### config.mk
export PLATFORM = sky130hd
export DESIGN_NAME = celt_cmp
export DESIGN_NICKNAME = d
export VERILOG_FILES = /design/src/rtl/core/cluster_extent_lookup_table_defines.svh /design/src/rtl/core/celt_pkg.sv /design/src/rtl/core/celt_cmp.sv
export SDC_FILE = /design/constraint.sdc
export NUM_CORES = 1
export LEC_CHECK = 0
export BUFFER_PORTS_ARGS = -buffer_cell sky130_fd_sc_hd__buf_2
export CAP_MARGIN = 20
export CORE_ASPECT_RATIO = 1.4
export CORE_MARGIN = 4
export CORE_UTILIZATION = 46
export DETAILED_ROUTE_END_ITERATION = 12
export GPL_ROUTABILITY_DRIVEN = 1
export PLACE_DENSITY = 0.73
export SLEW_MARGIN = 25
export SYNTH_ARGS = -nofsm -noshare
export SYNTH_HDL_FRONTEND = slang
export SYNTH_SLANG_ARGS = --single-unit
### constraint.sdc
create_clock -name vclk -period 6.9
set_clock_uncertainty 0.15 [all_clocks]
set_input_delay 1.38 -clock vclk [all_inputs]
set_output_delay 1.38 -clock vclk [all_outputs]
set_load 0.05 [all_outputs]
### src/rtl/core/cluster_extent_lookup_table_defines.svh
// ----------------------------------------------------------------------------
// Assertion macros for the extent lookup table
// Shared concurrent-assertion forms, clocked on clk and disabled in reset.
// ----------------------------------------------------------------------------
`ifndef CLUSTER_EXTENT_LOOKUP_TABLE_DEFINES_SVH
`define CLUSTER_EXTENT_LOOKUP_TABLE_DEFINES_SVH

// Check cons in the same cycle as ante.
`define CELT_ASSERT_NOW(label, ante, cons, msg) \
    label: assert property (@(posedge clk) disable iff (!rst_n) (ante) |-> (cons)) \
        else $error(msg);

// Check cons in the cycle after ante.
`define CELT_ASSERT_NEXT(label, ante, cons, msg) \
    label: assert property (@(posedge clk) disable iff (!rst_n) (ante) |=> (cons)) \
        else $error(msg);

`endif

### src/rtl/core/celt_pkg.sv
// ----------------------------------------------------------------------------
// Extent lookup table package
// Field widths, entry layout, request codes and sequencer states.
// ----------------------------------------------------------------------------
package celt_pkg;

    localparam int CLUSTER_W = 48;

    typedef logic [CLUSTER_W-1:0] cluster_t;

    // One table entry
    typedef struct packed {
        logic     gone;
        cluster_t owner;
        cluster_t length;
        cluster_t start;
    } extent_t;

    typedef enum logic [1:0] {
        ACT_INSERT = 2'd0,
        ACT_LOOKUP = 2'd1,
        ACT_CLEAR  = 2'd2
    } action_t;

    typedef enum logic [1:0] {
        ST_IDLE,
        ST_SCAN,
        ST_DONE
    } state_t;

    // Flags from the shared compare unit
    typedef struct packed {
        logic start_eq_query;
        logic start_le_query;
        logic start_gt_best;
        logic best_covers;
    } cmp_flags_t;

endpackage

### src/rtl/core/celt_cmp.sv
// ----------------------------------------------------------------------------
// Extent compare unit
// Compares the entry under scan against the query and the best candidate,
// and tests whether the best candidate covers the query.
// ----------------------------------------------------------------------------
module celt_cmp
    import celt_pkg::*;
(
    input  cluster_t   entry_start,
    input  cluster_t   query,
    input  cluster_t   best_start,
    input  cluster_t   best_length,
    output cmp_flags_t flags
);

    logic [CLUSTER_W:0] best_end;

    // End is one past the last cluster; keep the carry so it cannot wrap
    assign best_end = {1'b0, best_start} + {1'b0, best_length};

    always_comb
    begin
        flags.start_eq_query = (entry_start == query);
        flags.start_le_query = (entry_start <= query);
        flags.start_gt_best  = (entry_start > best_start);
        flags.best_covers    = (best_start == query) || ({1'b0, query} < best_end);
    end

endmodule
==> Yosys cells after proc, flatten, opt, wreduce, memory -nomap -nowiden <==
Cells that the tools add are included.
{ "totals": {"ff_bits": 0, "elab_cells": 7} }
{ "classes": {"addsub": 1, "magnitude_cmp": 3, "n_eq_ne": 2, "reduce_logical": 1} }
{ "ops": {"columns": ["op", "count"], "rows": [
  ["$eq 48x48->1", 2],
  ["$add 48x48->49", 1],
  ["$lt 48x49->1", 1],
  ["$gt 48x48->1", 1],
  ["$le 48x48->1", 1],
  ["$logic_or 1x1->1", 1]
]} }

==> Logic depth before layout (Yosys ltp) <==
Gate-level depths: netlist of the first run.
{ "depth": {"ltp_word": 3, "mapped_depth": 23, "depth_no_buf": 23} }

==> Least setup slack after synthesis of the first run <==
OpenSTA, ideal clock, no wires.
{ "synth_timing": {"path_type": "input-to-output", "from": "input port best_start[0]", "to": "output port flags[0] (netlist bit)", "t_arrival_ps": 5370, "required_ps": 5370, "slack_ps": 0, "stages": 23, "path_buffers": 0, "path_cell_list": "ha_1 > inv_1 > fa_1 > nand2b_1 > a21o_1 > a31oi_1 > o21a_1 > o31a_1 > o311ai_2 > o211ai_1 > nand3_1 > o21bai_1 > xnor2_1 > ha_1 > a21o_1 > a21o_1 > a21oi_1 > nor2b_1 > o21ai_0 > nand2b_1 > a221oi_1 > o21ai_0 > nand4_1"} }
{ "synth_lines": {"columns": ["item", "line", "source"], "rows": [
  ["from (decl)", "celt_cmp.sv:11", "input cluster_t best_start,"],
  ["to (decl)", "celt_cmp.sv:13", "output cmp_flags_t flags"]
]} }

==> reports/metrics.cfg, run 1 <==
[global_routing]
grt_overflow=0
grt_usage=0.274
grt_first_pass_wirelength_um=35200
met2_usage=0.539
antenna_found_initial=0
grt_max_degree=10
top_usage_layer=met2
grt_pass1_vias=7572
met1_usage=0.293
met3_usage=0.0240

[timing]
post-route-period-util=1.02
hold_ws_ns=3.21
max_freq_mhz=143
min_period_ns=7.01
worstMarginPinSlew_ns=0.654
setup_slack_ns=-0.110
rsz0062_at_grt=yes
tns_ns=-0.110
drv_slew=0
setup_viol=1
hold_viol=0
slew_headroom=0.560

[yosys]
synthCells=861
synth_xor_area_frac=0.125
syn-num-nets=1245
syn_avg_cell_area_um2=7.47
ys_warn_count=0
ys_top_cells_by_count=ha_1, inv_1, a21oi_1
yosys.area.top_type=ha_1
synth_compound_area_frac=0.272
synth_top_family_by_area=adder cells
synth_top_area_frac=0.372
post-synth-top-count-cell=ha_1
ys_types=50
syn_area_um2=6430
synthMuxAreaShare=0
synth_area_leaders=ha_1, xor2_1, a21o_1
ys_seq_area_frac=0
synthAdderAreaFrac=0.375
yosys.area_share.simple=0.163

[pwr]
power_per_cell_area_nw_per_um2=89.7
p_leak_uw=0.00471
ir_drop_mv=0.0479

[outcome]
status=complete, but fails checks
violations=setup timing

[drt]
routed-via-count=7279
drcViolationCount=0
ant_nets=0
first_iter_violations=274
dr.pass1.iters=6
drt-total-wl_um=22600
wl_per_cell_um=17.2
avgViaCountPerCell=5.54

[cells_and_area]
area_growth_syn_to_layout_pct=29.0
nClkBuffers=0
diodes=0
drive_gt1_frac=0.265
flops_and_latches=0
fin_nets=1519
seq_area_um2=0

[floorplan]
die_h_um=148
core.rowCount=50
core_area_um2=13500
dieArea_um2=16000
pin_count=196
initial_core_util=0.476
die_w_um=108

[clock_network]
ctsHoldBuffers=0

[worst_hold_path]
hold_path.class=primary input to output pin

[placement]
pre_cts_slack_ns=-0.356
gp_congestion=0.938
dp_hpwl_um=20600
port_buffers=196

[worst_setup_path]
worstPathRequired_ns=5.37
cp_max_fo=3
endpoint_kind=output pin
crit_arrival_ns=5.48
critPathKind=primary input to output pin
cp-start-kind=primary input

[run]
maxCapViolCount=0

==> metrics by stage <==
stage	total power (uW)	instance area, um^2	instances	utilization
6_report	744	8300	1315	0.614
5_1_grt	836	8300	1315	0.614
4_1_cts	739	8300	1315	0.614
3_5_place_dp	718	8190	1311	0.606
3_3_place_gp	708	8190	1311	0.606
2_1_floorplan	452	6430	861	-
==> area by class of cell <==
class              count  area [um^2]
fillers             1329         5220
inverters            110          413
multi-input cells    749         6070
well taps            182          228
repair buffers       274         1590
==> placed cells by master (no fill, tap or decap), drive strengths merged, types with 3 or more instances in the layout <==
cell      n
o211ai    7
a211oi    5
and2      3
o21ai    50
ha      191
and3      4
a31oi     9
or2       4
xnor2    24
o21a     17
nand4    42
or3       4
a21oi    84
o21bai    7
inv     110
nand3     8
buf     274
a211o     5
nor2     33
a21o     58
nor3      7
nand2    42
nand2b   17
nor2b    19
nor4     16
xor2     68
==> cell families (layout without fill, tap and decap cells) <==
logic type	count (synthesis)	after routing
AO/OA/AOI/OAI	265	265
AND/OR/NAND/NOR	200	200
adder cells (fa/ha/maj)	192	192
buffers and inverters	112	384
XOR/XNOR	92	92
==> worst max-delay path, cell delays in order <==
cell and delay (ns):
buf_6 0.08, ha_4 0.13, inv_2 0.03, fa_2 0.35, nand2b_4 0.15, a21o_1 0.20, a31oi_2 0.20, o21a_1 0.20
o31a_1 0.24, o311ai_2 0.14, o211ai_1 0.28, nand3_1 0.16, o21bai_1 0.18, xnor2_1 0.10, ha_1 0.31, a21o_1 0.18
a21o_1 0.14, a21oi_1 0.11, nor2b_1 0.05, o21ai_1 0.16, nand2b_1 0.09, a221oi_2 0.23, o21ai_1 0.09, nand4_1 0.12
buf_6 0.18
==> power by group <==
| part | switching (uW) | internal, uW |
|---|---|---|
| logic | 395 | 349 |
| clock network | 0 | 0 |
| registers | 0 | 0 |
| total | 395 | 349 |
==> layer usage <==
metal,part of all wire,vias to the layer above
met5,0,-
met4,0.048,0
met3,0.046,58
met2,0.53,199
met1,0.38,3330
li1,-,3692
==> timing repair <==
item	CTS	global route
setup buffers	4	0
resized for setup	21	0
setup endpoints to repair	1	1
pin swaps	21	2
==> worst paths after layout <==
path | startpoint | endpoint | cells after the start
hold / removal | best_length[47] | flags[0] | 5
setup / recovery | best_length[0] | flags[0] | 25
Note: power is estimated with default switching activity, not from simulation.
==> inputs of run 2 (changes only) <==
--- a/config.mk
+++ b/config.mk
@@ -13,6 +13,7 @@
 export DETAILED_ROUTE_END_ITERATION = 12
 export GPL_ROUTABILITY_DRIVEN = 1
 export PLACE_DENSITY = 0.73
+export REMOVE_ABC_BUFFERS = 1
 export SLEW_MARGIN = 25
 export SYNTH_ARGS = -nofsm -noshare
 export SYNTH_HDL_FRONTEND = slang
==> constraint.sdc (replaced) <==
create_clock -name vclk -period 6.6
set_clock_uncertainty 0.15 [all_clocks]
set_input_delay 1.32 -clock vclk [all_inputs]
set_output_delay 1.32 -clock vclk [all_outputs]
set_load 0.05 [all_outputs]
==> run 2 against run 1 <==
Effect of this change:
- the run still ends with setup timing left
- hold slack got worse by 0.18 ns
- global-route usage increased by 0.37 points
- total power increased by 11%
- count of clock-buffer cells in the layout unchanged
- sequential share of layout area unchanged
- via count increased by 2.7%
- non-clock buffer count increased by 46
- die area unchanged
- routed wire length increased by 0.79%
- core utilization increased by 2.9 points
- cell area increased by 4.8%
- combinational power increased by 11%
- critical endpoint unchanged
==> reports/metrics.cfg, run 2 (synthesis gave the netlist of run 1 again) <==
[pwr]
power_per_cell_area_nw_per_um2=94.6
finalPower_uw=823
ir_drop_mv=0.0462
p_leak_uw=0.00493

[global_routing]
antenna_found_initial=1
grt_usage=0.278
grt_overflow=0
grt_max_degree=10
grt_pass1_vias=7723
grt_first_pass_wirelength_um=35700

[cells_and_area]
final_common_cell=buf_2
fin_cells=1362
drive_gt1_frac=0.300
nFillCells=1319
layout_common_cells=buf_2, ha_1, buf_4
flops_and_latches=0
seq_area_um2=0
area_growth_syn_to_layout_pct=35.2
nClkBuffers=0
fin_area_um2=8690
fin_nets=1565

[worst_setup_path]
worstPathRequired_ns=5.13
cp_slowest_cell=o31a_1
crit_arrival_ns=5.28
max_stage_delay_ns=0.37
endpoint_kind=output pin
cp_max_fo=3
cp-start-kind=primary input
critPathKind=primary input to output pin
path_cells=buf_2 > ha_1 > buf_4 > a21oi_1 > a31oi_2 > o21a_1 > o31a_1 > o311ai_2 > nand2_1 > a21o_1 > a21oi_1 > xnor2_1 > ha_1 > nor2b_1 > o21ai_0 > nand2b_1 > a21oi_2 > o21ai_1 > a221oi_2 > o21ai_1 > nand4_1 > buf_6

[drt]
routed-via-count=7479
wl_per_cell_um=16.7
dr.pass1.iters=4
ant_nets=0
first_iter_violations=280
drcViolationCount=0
drt-total-wl_um=22800
avgViaCountPerCell=5.49

[run]
maxCapViolCount=0

[timing]
hold_viol=0
slew_headroom=0.608
setup_viol=1
min_period_ns=6.75
tns_ns=-0.153
drv_slew=0
post-route-period-util=1.02
rsz0062_at_grt=yes
max_freq_mhz=148
setup_slack_ns=-0.153
worstMarginPinSlew_ns=0.583

[floorplan]
die_w_um=108
dieArea_um2=16000
core.rowCount=50
die_h_um=148
core_area_um2=13500
pin_count=196
initial_core_util=0.476

[outcome]
status=complete, but fails checks
violations=setup timing

[placement]
port_buffers=196
dp_hpwl_um=20900
dp.cells=1351
place_area_um2=8490
gp_congestion=0.943

[worst_hold_path]
hold_path.class=primary input to output pin

==> run 2: final timing paths <==
kind,startpoint,end,slack (ns),cells past startpoint
worst min-delay path,best_length[47],flags[0],3.03,5
worst max-delay path,best_start[5],flags[0],-0.15,22
==> run 2: where the power goes <==
group / internal, uW / switching (uW) / total [uW]
Combinational: 400 / 423 / 823
Sequential: 0 / 0 / 0
Clock: 0.0000202 / 0 / 0.0000203
Total: 400 / 423 / 823
==> run 2: final cells by class <==
type / instances / area, um^2 / share of cell area
Inverter: 110 / 413 / 0.0475
Tap cell: 182 / 228 / 0.0262
Antenna cell: 1 / 2.50 / 0.000288
Timing Repair Buffer: 320 / 1930 / 0.222
Multi-Input combinational cell: 749 / 6120 / 0.704
==> run 2: repair_timing <==
action	CTS	global route
resized for setup	26	8
endpoints found under the setup margin	1	1
hold buffers	0	0
endpoints found under the hold margin	0	0
pin swaps	30	18
buffers inserted	9	2
==> run 2: worst max-delay path, delay by kind of cell <==
family                     cells  cell delay, ns
AOI/OAI and AO/OA             12            2.36
xor gates and xnor gates       1            0.14
adders and majority gates      2            0.54
buffers and inverters          3            0.43
and+or+nand+nor                4            0.48
==> run 2: routing by layer <==
layer | share of wire | global-route usage | vias to the layer above | wire (um)
li1 | - | - | 3806 | -
met1 | 0.38 | 0.290 | 3386 | 8630
met2 | 0.53 | 0.546 | 217 | 12000
met3 | 0.038 | 0.0175 | 70 | 874
met4 | 0.058 | 0.136 | 0 | 1310
met5 | 0 | 0 | - | 0
==> run 2: through the flow <==
step,setup WS (ns),hold slack [ns],utilization
2_1_floorplan,-0.176,2.95,-
3_3_place_gp,-0.472,3.09,0.628
3_5_place_dp,-0.527,3.08,0.628
4_1_cts,-0.153,3.01,0.640
5_1_grt,-0.430,3.06,0.643
6_report,-0.153,3.03,0.643
==> inputs of run 3 (changes only) <==
--- a/config.mk
+++ b/config.mk
@@ -5,7 +5,7 @@
 export SDC_FILE = /design/constraint.sdc
 export NUM_CORES = 1
 export LEC_CHECK = 0
-export BUFFER_PORTS_ARGS = -buffer_cell sky130_fd_sc_hd__buf_2
+export BUFFER_PORTS_ARGS = -buffer_cell sky130_fd_sc_hd__clkbuf_2
 export CAP_MARGIN = 20
 export CORE_ASPECT_RATIO = 1.4
 export CORE_MARGIN = 4
@@ -13,7 +13,6 @@
 export DETAILED_ROUTE_END_ITERATION = 12
 export GPL_ROUTABILITY_DRIVEN = 1
 export PLACE_DENSITY = 0.73
-export REMOVE_ABC_BUFFERS = 1
 export SLEW_MARGIN = 25
 export SYNTH_ARGS = -nofsm -noshare
 export SYNTH_HDL_FRONTEND = slang
==> run 3 against run 2 <==
Effect of this change:
- the run still ends with setup timing left
- routed wire length decreased by 0.10%
- combinational power about the same
- count of clock-buffer cells in the layout unchanged
- total power increased by 0.12%
- sequential cell count unchanged
- final cell count decreased by 1.6%
- first-iteration DRC count decreased by 15%
- non-clock buffer count decreased by 21
- global-route usage decreased by 0.28 points
- critical endpoint unchanged
==> reports/metrics.cfg, run 3 (synthesis gave the netlist of run 1 again) <==
[worst_setup_path]
crit_arrival_ns=5.43
path_cells=clkbuf_2 > ha_4 > o211ai_1 > o211ai_1 > a211oi_2 > buf_4 > o31ai_4 > a31oi_4 > o31ai_4 > o31a_4 > buf_6 > a21oi_4 > o21ai_2 > xnor2_2 > ha_1 > a21o_1 > a21oi_1 > nor2b_1 > o21ai_1 > nand2b_1 > a221oi_2 > o21ai_1 > nand4_1 > buf_12
worstPathRequired_ns=5.13
critPathKind=primary input to output pin
max_stage_delay_ns=0.36
crit_path_end=flags[0]
cp_slowest_cell=o211ai_1
critPathTopFamily=compound AO/OA/AOI/OAI gates
endpoint_kind=output pin
crit_start=best_start[4]
cp.depth=24
cp_max_fo=4
path_buf_inv=4
cp-start-kind=primary input

[pwr]
power_per_cell_area_nw_per_um2=95.0
p_leak_uw=0.00490
ir_drop_mv=0.0550
finalPower_uw=824

[timing]
hold_ws_ns=3.03
drv_slew=0
slew_headroom=0.565
post-route-period-util=1.05
rsz0062_at_grt=yes
setup_viol=1
setup_slack_ns=-0.303
worstMarginPinSlew_ns=0.647
hold_viol=0
max_freq_mhz=145
min_period_ns=6.90
tns_ns=-0.303

[floorplan]
dieArea_um2=16000
core_area_um2=13500
die_h_um=148
pin_count=196
initial_core_util=0.476
die_w_um=108
core.rowCount=50

[clock_network]
ctsHoldBuffers=0

[global_routing]
grt_pass1_vias=7711
grt_usage=0.275
grt_max_degree=10
antenna_found_initial=0
grt_overflow=0
grt_first_pass_wirelength_um=35900

[placement]
dp_hpwl_um=20600
port_buffers=196
gp_congestion=0.936

[drt]
wl_per_cell_um=17.0
drt-total-wl_um=22800
routed-via-count=7454
drcViolationCount=0
dr.pass1.iters=5
ant_nets=0
avgViaCountPerCell=5.56
first_iter_violations=239

[cells_and_area]
drive_gt1_frac=0.295
nClkBuffers=0
area_growth_syn_to_layout_pct=34.8
layout_common_cells=clkbuf_2, ha_1, inv_1
seq_area_um2=0
diodes=0
flops_and_latches=0
final_common_cell=clkbuf_2
post-route-util=0.642
fin_nets=1544
nFillCells=1282

[outcome]
violations=setup timing
status=complete, but fails checks

[worst_hold_path]
hold_path.class=primary input to output pin

[run]
maxCapViolCount=0

-- run 3: how the worst min path moves through the flow --
stage / from / to / cells after the start
after floorplan: query[0] / flags[3] / 3
after global placement: best_length[47] / flags[0] / 5
after detailed placement: best_length[47] / flags[0] / 5
after CTS: best_length[47] / flags[0] / 5
after global routing: best_length[47] / flags[0] / 5
final: best_length[47] / flags[0] / 5
-- run 3: tightest hold or removal path, stage by stage --
cell,delay (ns)
clkbuf_2,0.08
ha_1,0.13
nor2_1,0.05
nand4_1,0.13
buf_12,0.15
-- run 3: repair_timing --
| action | CTS | global route |
|---|---|---|
| resized for setup | 14 | 19 |
| setup buffers | 5 | 5 |
| pin swaps | 14 | 19 |
| setup endpoints to repair | 1 | 1 |
-- run 3: stage by stage --
| stage | worst slack, ns | std cells | cell area, um^2 |
|---|---|---|---|
| 5_1_grt | -0.530 | 1340 | 8670 |
| 3_3_place_gp | -0.261 | 1330 | 8410 |
| 4_1_cts | -0.178 | 1335 | 8520 |
| 2_1_floorplan | 0.00883 | 861 | 6490 |
| 6_report | -0.303 | 1340 | 8670 |
| 3_5_place_dp | -0.418 | 1330 | 8410 |
-- run 3: cell type report --
| type | instances | area (um^2) | area share |
|---|---|---|---|
| Inverter | 110 | 413 | 0.0476 |
| Multi-Input combinational cell | 749 | 6250 | 0.721 |
| Tap cell | 182 | 228 | 0.0263 |
| Timing Repair Buffer | 299 | 1780 | 0.206 |
-- run 3: routing by layer --
metal  up-vias  track usage  routed length (um)
met3        50       0.0183                 988
met5         -            0                   0
met4         0       0.0828                 757
li1       3756            -                   -
met1      3430        0.297                8740
met2       218        0.554               12300
-- run 3: where the power goes --
group / leakage (uW) / internal (uW) / switching [uW] / total [uW]
logic: 0.00490 / 394 / 430 / 824
registers: 0 / 0 / 0 / 0
clock network: 0 / 0 / 0 / 0
total: 0.00490 / 394 / 430 / 824
